===== src/rtl/adaptive_majorant_grid_traversal_assert.svh =====
// ----------------------------------------------------------------------------
// Assertion macros used by the majorant grid traversal sequencer
// Implication forms with a common clock and active-low reset.
// ----------------------------------------------------------------------------
`ifndef ADAPTIVE_MAJORANT_GRID_TRAVERSAL_ASSERT_SVH
`define ADAPTIVE_MAJORANT_GRID_TRAVERSAL_ASSERT_SVH

// same-cycle implication
`define AMGT_ASSERT_IMP(label, clk, rst_n, ante, cons) \
    label: assert property (@(posedge clk) disable iff (!rst_n) (ante) |-> (cons)) \
        else $error("amgt assertion failed");

// next-cycle implication
`define AMGT_ASSERT_NXT(label, clk, rst_n, ante, cons) \
    label: assert property (@(posedge clk) disable iff (!rst_n) (ante) |=> (cons)) \
        else $error("amgt assertion failed");

`endif


===== src/rtl/amgt_pkg.sv =====
// ----------------------------------------------------------------------------
// amgt_pkg
// Shared types and constants of the majorant grid traversal block.
// ----------------------------------------------------------------------------
`default_nettype none

package amgt_pkg;

    localparam int COORD_W = 16;
    localparam int DATA_W  = 32;
    localparam int T_W     = 17;
    // plane index width, enough for the largest grid of sixteen
    localparam int KW      = 4;

    localparam logic [T_W-1:0]    ONE_Q16      = 17'h10000;
    localparam logic [DATA_W-1:0] MAJ_RESET    = 32'd655;
    localparam logic [DATA_W-1:0] MARGIN_RESET = 32'd13107;

    localparam logic KIND_UPDATE   = 1'b0;
    localparam logic KIND_TRAVERSE = 1'b1;

    // crossing walk of one axis
    typedef struct packed {
        logic          dir;   // 1 = planes ascending
        logic [KW-1:0] k;     // first plane
        logic [KW-1:0] cnt;   // planes to cross
    } t_axis;

    typedef struct packed {
        logic                            kind;
        logic [2:0][COORD_W-1:0]         pa;
        logic [2:0][COORD_W-1:0]         pb;
        logic [DATA_W-1:0]               r0;
        logic [DATA_W-1:0]               r1;
        logic [DATA_W-1:0]               dens;
        t_axis [2:0]                     ax;
    } t_item;

endpackage

`default_nettype wire


===== src/rtl/amgt_queue.sv =====
// ----------------------------------------------------------------------------
// amgt_queue
// Two-entry queue between the input stage and the sequencer.
// ----------------------------------------------------------------------------
`default_nettype none

module amgt_queue (
    input  wire logic            i_clk,
    input  wire logic            i_rst_n,
    input  wire logic            i_valid,
    output logic                 o_ready,
    input  wire amgt_pkg::t_item i_item,
    output logic                 o_valid,
    output amgt_pkg::t_item      o_item,
    input  wire logic            i_ready
);

    amgt_pkg::t_item r_mem [2];
    logic            r_wp;
    logic            r_rp;
    logic [1:0]      r_cnt;
    logic            w_push;
    logic            w_pop;

    assign o_ready = (r_cnt != 2'd2);
    assign o_valid = (r_cnt != 2'd0);
    assign o_item  = r_mem[r_rp];
    assign w_push  = i_valid && o_ready;
    assign w_pop   = o_valid && i_ready;

    // pointers and fill level
    always_ff @(posedge i_clk) begin
        if (!i_rst_n) begin
            r_wp  <= 1'b0;
            r_rp  <= 1'b0;
            r_cnt <= 2'd0;
        end else begin
            if (w_push) begin
                r_wp <= ~r_wp;
            end
            if (w_pop) begin
                r_rp <= ~r_rp;
            end
            if (w_push && !w_pop) begin
                r_cnt <= r_cnt + 2'd1;
            end else if (w_pop && !w_push) begin
                r_cnt <= r_cnt - 2'd1;
            end
        end
    end

    always_ff @(posedge i_clk) begin
        if (w_push) begin
            r_mem[r_wp] <= i_item;
        end
    end

endmodule

`default_nettype wire


===== config.mk =====
export PLATFORM = sky130hd
export DESIGN_NAME = amgt_queue
export DESIGN_NICKNAME = d
export VERILOG_FILES = /design/src/rtl/adaptive_majorant_grid_traversal_assert.svh /design/src/rtl/amgt_pkg.sv /design/src/rtl/amgt_queue.sv
export SDC_FILE = /design/constraint.sdc
export NUM_CORES = 1
export LEC_CHECK = 0
export ABC_AREA = 1
export BUFFER_PORTS_ARGS = -buffer_cell sky130_fd_sc_hd__buf_4
export CAP_MARGIN = 20
export CORE_MARGIN = 5
export CORE_UTILIZATION = 25
export DETAILED_ROUTE_END_ITERATION = 8
export GPL_TIMING_DRIVEN = 0
export PLACE_DENSITY = 0.5
export SYNTH_ARGS = -nofsm -noshare
export SYNTH_HDL_FRONTEND = slang
export SYNTH_SLANG_ARGS = --single-unit

===== constraint.sdc =====
create_clock -name i_clk -period 13.2 [get_ports i_clk]
set_clock_uncertainty 0.1 [all_clocks]
set_input_delay 1.98 -clock i_clk [delete_from_list [all_inputs] [get_ports i_clk]]
set_output_delay 1.98 -clock i_clk [all_outputs]
set_load 0.01 [all_outputs]

---- Word level (Yosys, flattened, before mapping) ----
Memories as Yosys holds them, arrays and structs flattened. A register that Yosys moved wholly into a read port is not among the register bits.
Index checks and enable logic that the tools add are counted.
word-level totals
  output and inout bits ................... 222
  bits in registers ....................... 4
  memories kept ........................... 1
  bits in writable memories ............... 440
  word-level logic and storage cells ...... 23
memories
  memory  depth  bits a word  read ports  clocked after memory_dff  write ports  RTL line          source
  r_mem   2      220          1           1                         1            amgt_queue.sv:18  amgt_pkg::t_item r_mem [2];
cells by class
  equality and inequality tests ........... 1
  bitwise gates (word level) .............. 2
  $add $sub $neg .......................... 2
  multiplexer cells ....................... 6
  reduce and logical (&&, ||, !) cells .... 8
operators with widths
  operator                                           count
  logical AND 1 bit                                  4
  two-way mux 1 bit                                  4
  two-way mux 2 bit                                  2
  nonzero test 2 bit                                 2
  adder 2 x 1 -> 2 bit (second input constant)       1
  zero test 1 bit                                    2
  != test 2 bit (second input constant)              1
  NOT 1 bit                                          2
  subtractor 2 x 1 -> 2 bit (second input constant)  1

---- Depth between registers and ports, before layout ----
  word-level depth ........................ 6
  mapped depth ............................ 11
  mapped depth without buffers ............ 11

---- Worst setup path before layout ----
Ideal clock, no wire load.
  path type ............................... in2reg
  start point ............................. input i_valid
  end point ............................... memory r_mem[0][0] (netlist bit), enable pin
  buffers on the path ..................... 0
  slack ................................... 1.107 ns
  arrival time ............................ 11.189 ns
  cell stages on the path ................. 2
  path through ............................ nand2_1 -> nor2_1
between the ends
  cells in the longest elaborated chain, start to end .. 3
RTL lines
  what                                     RTL line          source
  start, declared                          amgt_queue.sv:10  input wire logic i_valid,
  logical AND 1 bit                        amgt_queue.sv:28  assign w_push = i_valid && o_ready;
  two-way mux 1 bit                        amgt_queue.sv:53  if (w_push) begin
  two-way mux 1 bit (implied by the code)  amgt_queue.sv:54  r_mem[r_wp] <= i_item;
  end, declared                            amgt_queue.sv:18
Every way passes these cells.

==> metrics <==
commonest cells in the netlist edfxtp_1, mux2_2, buf_6; Slew Viols, Final 0; Pwr per Cell Area roughly 190 nW/um2; crit end category primary output; period utilisation layout between 30% and 40%; Yosys warnings 0; RSZ-0062 raised after global routing false; ys flop type edfxtp_1; EDFF count, synth 440; Clock Latency Late Sink around 560 ps; Reg2Reg Launch Point r_cnt[0]$_SDFFE_PN0P_; crit path max fanout 10; CTS Hold Bufs 0; status finished, final reports clean; Netlist cell types 14; syn_nets 946; worst path arrival time between 1500 and 2000 ps; Pwr Total between 4 and 5 mW; #FFs+latches synth approximately 450; P_leak 8.22 nW; simple-gate share of the synthesized area 0.464%; Seq/Total Area, Yosys between 80% and 90%; post-CTS sizing 0; hold crit path type register to register; FF-to-FF setup slack around 11000 ps; nets@finish ~1500; clock-pin slew on the worst setup and hold paths ~50 ps; die extent in x 264 um; multi-input logic area approximately 2600 um2; vias in the first global route about 9300; initial antenna violation count 2; multiplexer share of the synthesized area 15.3%; complex-gate fraction of the synthesized area less than 1%; area leader, netlist edfxtp_1; hold path depth 2; ratio of cells with drive above 1 in the final layout between 60% and 70%; Routed Antenna Nets 0; FF-to-FF End r_mem[1][62]$_DFFE_PP_; Core Footprint roughly 64000 um2; die height 264 um; Cells after Synth between 700 and 800; via count between 8000 and 9000; CTS tree built; endpoints failing hold 0; postcts setup bufs 0; CTS Root Cell clkbuf_16; Port Buffer Count between 400 and 500; Fill cells roughly 6200; Num CTS Buffers 50; largest family of logic cells by synthesized area multiplexers; Avg Inst Size Synth ~22 um2; DP Wirelength between 20 and 30 mm; Mapped Area ~16000 um2; Top Ports 446; buffer depth of the longest clock path 3; Wirelength per Cell 18.8 um; Synth area leaders edfxtp_1, mux2_2, buf_6, dfxtp_1, nand2_1; largest net degree at the start of global routing 30; drt first pass iters 5; Post-Synth XOR/XNOR Area 0%; Async SR Flop Fraction 0%; critical path type register to primary output; count leader, synth edfxtp_1; die footprint roughly 70000 um2; RePlAce Congestion 0.730; Final Setup Violations 0; Hold Crit Start r_rp$_SDFFE_PN0P_; Total GRT Usage a little over a tenth; worst vdd ir between 0.00008 and 0.00009 V; Num Clock Sinks 445; CP startpoint kind register; Cell Rows 93; Post-route DRC 0; final core occ a little over a third; DR iter-0 viols ~330; Adder-Cell Fraction of Synth Area 0.0773%; Register Area around 13000 um2; fin crit period ~4000 ps; maxcap violations 0; final wirelength between 30 and 40 mm; Layout area overhead 39.2%; Final Cell Area around 23000 um2; total gr overflow 0; first-pass GRT wire length ~60 mm; initial core utilization between 20% and 30%; Slew headroom between 50% and 60%; H-tree depth 2; fmax between 200 and 250 MHz; Vias/cell 3.97; Slew @ Worst Pin roughly 700 ps; share of the synthesized area in the top cell type 81.6%; r2r worst-path depth 7; CP required about 11000 ps; DP Area ~21000 um2
==> worst max path at each step <==
stage / to
after detailed placement: r_mem[0][72]$_DFFE_PP_
after floorplan: r_mem[0][0]$_DFFE_PP_
after global routing: o_item[88]
final: o_item[83]
after global placement: r_mem[1][72]$_DFFE_PP_
after CTS: o_item[42]
==> stage by stage <==
stage | hold slack, ps | TNS, ps | worst slack, ps | cells
3_5_place_dp | 391 | 0 | 9150 | 2039
2_1_floorplan | 367 | 0 | 1110 | 721
5_1_grt | 447 | 0 | 9030 | 2127
4_1_cts | 408 | 0 | 9050 | 2126
3_3_place_gp | 389 | -2551530 | -5830 | 2021
6_report | 399 | 0 | 9170 | 2127
==> report_power, final <==
part,total [mW],internal [mW],switching [mW]
Combinational,1.09,0.555,0.531
Sequential,1.82,1.78,0.0377
Clock,1.30,0.768,0.529
==> cell families after synthesis <==
family	after synthesis
DFF	445
muxes	220
buffers and inverters	32
and+or+nand+nor	19
AOI/OAI and AO/OA	4
adders and majority gates	1
==> area by class of cell <==
class | count | share of cell area, %
timing repair buffer | 463 | 16.6
sequential | 445 | 59.1
antenna | 1 | 0.0111
inverter | 8 | 0.133
buffer | 24 | 1.14
multi-input combinational | 244 | 11.5
tap | 855 | 4.75
clock buffer | 70 | 6.17
clock inverter | 17 | 0.611
==> layout by cell type (no fill, tap or decap), types with 2 or more instances in the layout <==
| master | instances |
|---|---|
| clkinv_2 | 4 |
| dfxtp_1 | 5 |
| clkbuf_16 | 53 |
| clkbuf_1 | 17 |
| bufinv_16 | 2 |
| mux2_2 | 220 |
| edfxtp_1 | 440 |
| buf_16 | 4 |
| buf_4 | 445 |
| buf_2 | 2 |
| buf_12 | 14 |
| buf_6 | 22 |
| inv_1 | 8 |
| clkinv_1 | 7 |
| nor2_1 | 6 |
| o21ai_0 | 2 |
| nand2_1 | 9 |
| nor2_4 | 2 |
| clkinvlp_4 | 3 |
==> critical path, stage by stage (launching register included) <==
cell and delay, ps:
dfxtp_1 390, buf_6 240, buf_6 200, mux2_2 390
buf_4 150
==> sequential cells by signal, summed over array words and instances, names as in the netlist, named ones only <==
signal and flops:
r_cnt 2, r_wp 1, r_rp 1, r_mem 440
==> routing by layer <==
metal  GRT usage [%]  vias to the layer above  wire, um  share of wire, %
li1                -                     3892         -                 -
met5               0                        -        13             0.033
met4            2.95                        2       889               2.2
met1            12.1                     4185     14700                37
met2            18.8                      309     20200                50
met3            5.05                       56      4160                10
No activity file was read; power rests on OpenSTA's default activity.
