`src/rtl/adaptive_majorant_grid_traversal_assert.svh`:
```
// ----------------------------------------------------------------------------
// Assertion macros used by the majorant grid traversal sequencer
// Implication forms with a common clock and active-low reset.
// ----------------------------------------------------------------------------
`ifndef ADAPTIVE_MAJORANT_GRID_TRAVERSAL_ASSERT_SVH
`define ADAPTIVE_MAJORANT_GRID_TRAVERSAL_ASSERT_SVH

// same-cycle implication
`define AMGT_ASSERT_IMP(label, clk, rst_n, ante, cons) \
    label: assert property (@(posedge clk) disable iff (!rst_n) (ante) |-> (cons)) \
        else $error("amgt assertion failed");

// next-cycle implication
`define AMGT_ASSERT_NXT(label, clk, rst_n, ante, cons) \
    label: assert property (@(posedge clk) disable iff (!rst_n) (ante) |=> (cons)) \
        else $error("amgt assertion failed");

`endif

```
`src/rtl/amgt_pkg.sv`:
```
// ----------------------------------------------------------------------------
// amgt_pkg
// Shared types and constants of the majorant grid traversal block.
// ----------------------------------------------------------------------------
`default_nettype none

package amgt_pkg;

    localparam int COORD_W = 16;
    localparam int DATA_W  = 32;
    localparam int T_W     = 17;
    // plane index width, enough for the largest grid of sixteen
    localparam int KW      = 4;

    localparam logic [T_W-1:0]    ONE_Q16      = 17'h10000;
    localparam logic [DATA_W-1:0] MAJ_RESET    = 32'd655;
    localparam logic [DATA_W-1:0] MARGIN_RESET = 32'd13107;

    localparam logic KIND_UPDATE   = 1'b0;
    localparam logic KIND_TRAVERSE = 1'b1;

    // crossing walk of one axis
    typedef struct packed {
        logic          dir;   // 1 = planes ascending
        logic [KW-1:0] k;     // first plane
        logic [KW-1:0] cnt;   // planes to cross
    } t_axis;

    typedef struct packed {
        logic                            kind;
        logic [2:0][COORD_W-1:0]         pa;
        logic [2:0][COORD_W-1:0]         pb;
        logic [DATA_W-1:0]               r0;
        logic [DATA_W-1:0]               r1;
        logic [DATA_W-1:0]               dens;
        t_axis [2:0]                     ax;
    } t_item;

endpackage

`default_nettype wire

```
`src/rtl/amgt_front.sv`:
```
// ----------------------------------------------------------------------------
// amgt_front
// Input stage: takes items, works out the plane walk of each axis.
// ----------------------------------------------------------------------------
`default_nettype none

module amgt_front #(
    parameter int GRID_DIM = 16
) (
    input  wire logic                          i_clk,
    input  wire logic                          i_rst_n,
    input  wire logic                          i_en,
    input  wire logic                          i_valid,
    output logic                               o_ready,
    input  wire logic                          i_kind,
    input  wire logic [2:0][amgt_pkg::COORD_W-1:0] i_pa,
    input  wire logic [2:0][amgt_pkg::COORD_W-1:0] i_pb,
    input  wire logic [amgt_pkg::DATA_W-1:0]   i_r0,
    input  wire logic [amgt_pkg::DATA_W-1:0]   i_r1,
    input  wire logic [amgt_pkg::DATA_W-1:0]   i_dens,
    output logic                               o_valid,
    output amgt_pkg::t_item                    o_item,
    input  wire logic                          i_ready
);

    localparam int LG = $clog2(GRID_DIM);
    localparam int VW = amgt_pkg::COORD_W + LG;

    logic            r_valid;
    amgt_pkg::t_item r_item;
    amgt_pkg::t_item n_item;

    function automatic logic [LG-1:0] voxel(input logic [amgt_pkg::COORD_W-1:0] c);
        logic [VW-1:0] v;
        logic [LG-1:0] ix;
        v  = VW'(c) * VW'(GRID_DIM);
        ix = v[VW-1:amgt_pkg::COORD_W];
        if (ix > LG'(GRID_DIM - 1)) begin
            ix = LG'(GRID_DIM - 1);
        end
        return ix;
    endfunction

    // classify: direction, first plane and plane count per axis
    always_comb begin
        logic [LG-1:0] ia;
        logic [LG-1:0] ib;
        n_item      = '0;
        n_item.kind = i_kind;
        n_item.pa   = i_pa;
        n_item.pb   = i_pb;
        n_item.r0   = i_r0;
        n_item.r1   = i_r1;
        n_item.dens = i_dens;
        for (int ax = 0; ax < 3; ax++) begin
            ia = voxel(i_pa[ax]);
            ib = voxel(i_pb[ax]);
            if (ib > ia) begin
                n_item.ax[ax].dir = 1'b1;
                n_item.ax[ax].k   = amgt_pkg::KW'(ia) + 1'b1;
                n_item.ax[ax].cnt = amgt_pkg::KW'(ib - ia);
            end else if (ib < ia) begin
                n_item.ax[ax].dir = 1'b0;
                n_item.ax[ax].k   = amgt_pkg::KW'(ia);
                n_item.ax[ax].cnt = amgt_pkg::KW'(ia - ib);
            end else begin
                n_item.ax[ax].dir = 1'b0;
                n_item.ax[ax].k   = '0;
                n_item.ax[ax].cnt = '0;
            end
        end
    end

    assign o_ready = i_en && (!r_valid || i_ready);
    assign o_valid = r_valid;
    assign o_item  = r_item;

    always_ff @(posedge i_clk) begin
        if (!i_rst_n) begin
            r_valid <= 1'b0;
        end else if (i_valid && o_ready) begin
            r_valid <= 1'b1;
        end else if (i_ready) begin
            r_valid <= 1'b0;
        end
    end

    always_ff @(posedge i_clk) begin
        if (i_valid && o_ready) begin
            r_item <= n_item;
        end
    end

endmodule

`default_nettype wire

```
`config.mk`:
```
export PLATFORM = sky130hd
export DESIGN_NAME = amgt_front
export DESIGN_NICKNAME = d
export VERILOG_FILES = /design/src/rtl/adaptive_majorant_grid_traversal_assert.svh /design/src/rtl/amgt_pkg.sv /design/src/rtl/amgt_front.sv
export SDC_FILE = /design/constraint.sdc
export NUM_CORES = 1
export LEC_CHECK = 0
export ABC_AREA = 0
export BUFFER_PORTS_ARGS = -buffer_cell sky130_fd_sc_hd__buf_4
export CAP_MARGIN = 10
export CORE_AREA = 2 2 162 164
export CTS_BUF_LIST = sky130_fd_sc_hd__clkbuf_4
export CTS_CLUSTER_SIZE = 28
export DETAILED_ROUTE_END_ITERATION = 10
export DIE_AREA = 0 0 164 166
export PLACE_DENSITY = 0.67
export SLEW_MARGIN = 20
export SYNTH_ARGS = -nofsm -noshare
export SYNTH_HDL_FRONTEND = slang
export SYNTH_SLANG_ARGS = --single-unit
```
`constraint.sdc`:
```
create_clock -name i_clk -period 36.2 [get_ports i_clk]
set_input_delay 3.62 -clock i_clk [delete_from_list [all_inputs] [get_ports i_clk]]
set_output_delay 3.62 -clock i_clk [all_outputs]
set_load 0.05 [all_outputs]
```
# Word level (Yosys, flattened, before mapping)
# Cells that the tools add are included.
dict set report totals {
  ff_bits 221
  inputBits 198
  out_inout_bits 222
  elab_cells 60
}
dict set report classes {
  addsub 9
  magnitude_cmp 12
  muxes 14
  n_reduce_logical 5
}
# operator count
set ops {}
lappend ops {{$mux 8} 6}
lappend ops {{$gt 4x4->1 const B} 6}
lappend ops {{$mux 4} 6}
lappend ops {{$sub 4x4->4} 6}
lappend ops {{$add 4x1->4 const B} 3}
lappend ops {{$gt 4x4->1} 3}
lappend ops {{$lt 4x4->1} 3}
lappend ops {{$logic_and 1x1->1} 2}
lappend ops {{$mux 1} 2}
lappend ops {{$reduce_bool 2->1} 1}
lappend ops {{$logic_not 1->1} 1}
lappend ops {{$logic_or 1x1->1} 1}

# Longest topological paths before layout
dict set report depth {
  depth_word 5
  ltp_mapped 8
  mapped_depth_nobuf 7
}

# Worst setup path after synthesis
# No wires, ideal clock.
dict set report synth_path {
  path_kind {input -> register}
  startpoint {input port i_ready}
  endpoint {register r_item, in the netlist o_item[0], enable pin}
  setup_time_ps 828
  arrival_time_ps 13380
  t_required_ps 35372
  setup_slack_ps 21992
  path_stages 2
  n_path_buf 0
  path_cell_list {nand2b_1 nor2b_1}
}
dict set report synth_via {
  elab_chain_cells 3
}
# element line
set synth_rtl {}
lappend synth_rtl {{start, declared} amgt_front.sv:23} ;# input wire logic i_ready
lappend synth_rtl {{$logic_or 1x1->1} amgt_front.sv:74} ;# assign o_ready = i_en && (!r_valid || i_ready);
lappend synth_rtl {{$logic_and 1x1->1} amgt_front.sv:74}
lappend synth_rtl {{$logic_and 1x1->1} amgt_front.sv:89} ;# if (i_valid && o_ready) begin
lappend synth_rtl {{end signal, assigned} amgt_front.sv:90} ;# r_item <= n_item;
lappend synth_rtl {{end, declared} amgt_front.sv:30} ;# amgt_pkg::t_item r_item;
# Every way passes these cells.
# A chain may end at the register's enable or synchronous reset.

# Worst setup path in the final report
dict set report layout_path {
  startpoint {input port i_ready}
  endpoint {output port o_ready}
}
dict set report layout_via {
  elab_chain_cells 2
}
# element line
set layout_rtl {}
lappend layout_rtl {{$logic_or 1x1->1} amgt_front.sv:74}
lappend layout_rtl {{$logic_and 1x1->1} amgt_front.sv:74}
lappend layout_rtl {{end, declared} amgt_front.sv:14} ;# output logic o_ready,
# Every way passes these cells.

==> reports/qor.txt <==
total CTS buffers: 60
htree depth: 2
via count: 5,467
Slew @ Worst Pin: 821 ps
placed wire-length estimate: 17.4 mm
FF-to-FF End: o_item[27]
# nets final: 1,102
Post-Place Worst Slack: 28,350 ps
Ys Warns: 0
1st-pass router iterations: 4
min setup slack post-route: 28,340 ps
post-synth top area cell: edfxtp_1
Synth top area share: 0.838
routed vias/inst: 4.36
GR Overflow Total: 0
status: finished clean
VDD IR-drop max: 0.0249 mV
Tmin final: 7860 ps
total negative slack: 0 ps
Sink Count: 221
Initial DRC Count: 309
RSZ-0062 raised after global routing: false
Overall Power: 0.000612 W
Worst R2R Setup Slack: 33,510 ps
per-cell routed wire length: 18.5 um
post-cts resize count: 0
Synth Register Bits: 221
final core occ: 0.476
Mapped Cells: 395
Starting Density: 0.308
drt drc: 0
critical path fanouts, max: 3
CP endpoint kind: primary output
power per cell area: 50.3 mW/mm2
Routed Antenna Nets: 0
clk_skew: 13.5 ps
most frequent cells after synthesis: edfxtp_1 (220), inv_1 (31), ha_1 (24)
die area: 0.0272 mm2
Crit. Startpoint: i_ready
Max Slew Vio Count: 0
Clock Path Buffers: 3
TritonCTS clock tree: built
Total GRT Usage: 0.163
fraction of registers with async set/reset: 0
synth top area cells: edfxtp_1 (84%), ha_1 (3.8%), fa_1 (1.5%), inv_1 (1.5%), o21ai_0 (0.83%)
Lkg Pwr: 5.18 nW
FF/Latch Area: 0.00663 mm2
number of global-route vias before repair: 5,650
Worst EP required: 32,580 ps
Hold Fails Final Rpt: 0
placer congestion estimate: 0.787
syn_nets: 623
most frequent cell after synthesis: edfxtp_1
CTS Hold Buffers Added: 0
Setup crit start kind: input pin
final setup violation count: 0
worst r2r path cells: 4
CP endpoint: o_ready
Total Wirelength: 23.1 mm
# fillers: 2,292
largest net degree at the start of global routing: 88
initial antenna violation count: 3
Crit Path Category: in2out
IO Port Bufs: 419
synthesized area per cell: 20.0 um2
post-CTS setup buffer count: 0
Worst-path clk slew: 60 ps
reg-to-reg critical path startpoint: o_valid
Die H: 166 um
dominant synthesized flop cell: edfxtp_1
global-route wire length before repair: 33.3 mm
Worst EP arrival: 4240 ps
Row Count: 59
layout cells sized above 1: 0.564
MaxCap Viol Count: 0
multi-input combinational cell area: 0.00111 mm2
P&R area growth vs syn: 54.5%
Die W: 164 um
Yosys cell types: 40
Rel. slew slack: 0.453
Max Freq: 127 MHz
clock root buffer: clkbuf_4
# IOs: 420
Seq/Total Area, Yosys: 0.840
Hold Crit Class: reg2reg
core area: 0.0256 mm2
fin crit share: 0.217
Post-synth EDFFs: 220
Synth Cell Area: 0.00789 mm2
Clk Latency, worst-skew pair: 660 ps
layer usage:
metal | wire length [um] | GRT usage
met4 | 484 | 0.0484
met2 | 11800 | 0.284
met5 | 30 | 0
met3 | 2710 | 0.0774
met1 | 8100 | 0.176
state kept, by name, summed over array words and instances, names as in the netlist:
register,cells
o_valid,1
o_item,220
logic make-up after synthesis:
family	synth area share
buffers and inverters	0.0192
multiplexers	0.0105
flip-flops	0.840
adder cells (fa/ha/maj)	0.0533
AO/OA/AOI/OAI	0.0406
AND/OR/NAND/NOR	0.0360
stage by stage:
stage,cells,area [um2],hold slack (ps)
floorplan,395,7890,736
global placement,1147,11400,523
detailed placement,1147,11400,539
CTS,1252,12200,554
global route,1252,12200,598
finish,1253,12200,556
power by group:
group          leakage (nW)  switching [W]  internal, W
combinational          2.69      0.0000643    0.0000350
sequential             2.07     0.00000319     0.000297
clock                 0.432       0.000103     0.000110
total                  5.18       0.000171     0.000442
cells in the final DEF (no fill, tap or decap), drive strengths merged, types with 2 or more instances in the layout:
cell type	instances
nor2	7
and2	5
nor2b	4
o21ai	16
mux2i	6
o22ai	2
and3	3
a22o	2
fa	6
clkbuf	80
o31ai	2
buf	422
nand3b	4
clkinv	24
nand4	4
ha	24
inv	31
o21a	3
o22a	2
edfxtp	220
nand2	12
mux2	2
nand3	7
a2bb2oi	2
a21oi	13
and4	3
worst max-delay path, stage by stage:
cell      delay [ps]
buf_4            110
nand2b_1         170
and2_1           170
buf_4            180
how the worst min path moves through the flow:
stage | cells past startpoint | slack, ps | endpoint | start
5_1_grt | 2 | 600 | o_valid | o_valid
3_3_place_gp | 2 | 520 | o_valid | o_valid
2_1_floorplan | 2 | 740 | o_valid | o_valid
4_1_cts | 2 | 550 | o_valid | o_valid
6_report | 2 | 560 | o_valid | o_valid
3_5_place_dp | 2 | 540 | o_valid | o_valid
final cells by class:
type / instances / area share
diodes: 1 / 0.000205
clock buffers: 80 / 0.0493
clock inverters: 25 / 0.0107
inverters: 31 / 0.00955
multi-input cells: 138 / 0.0915
flip-flops and latches: 221 / 0.544
well taps: 335 / 0.0344
repair buffers: 422 / 0.260
Power figures use the tool's default switching activity.
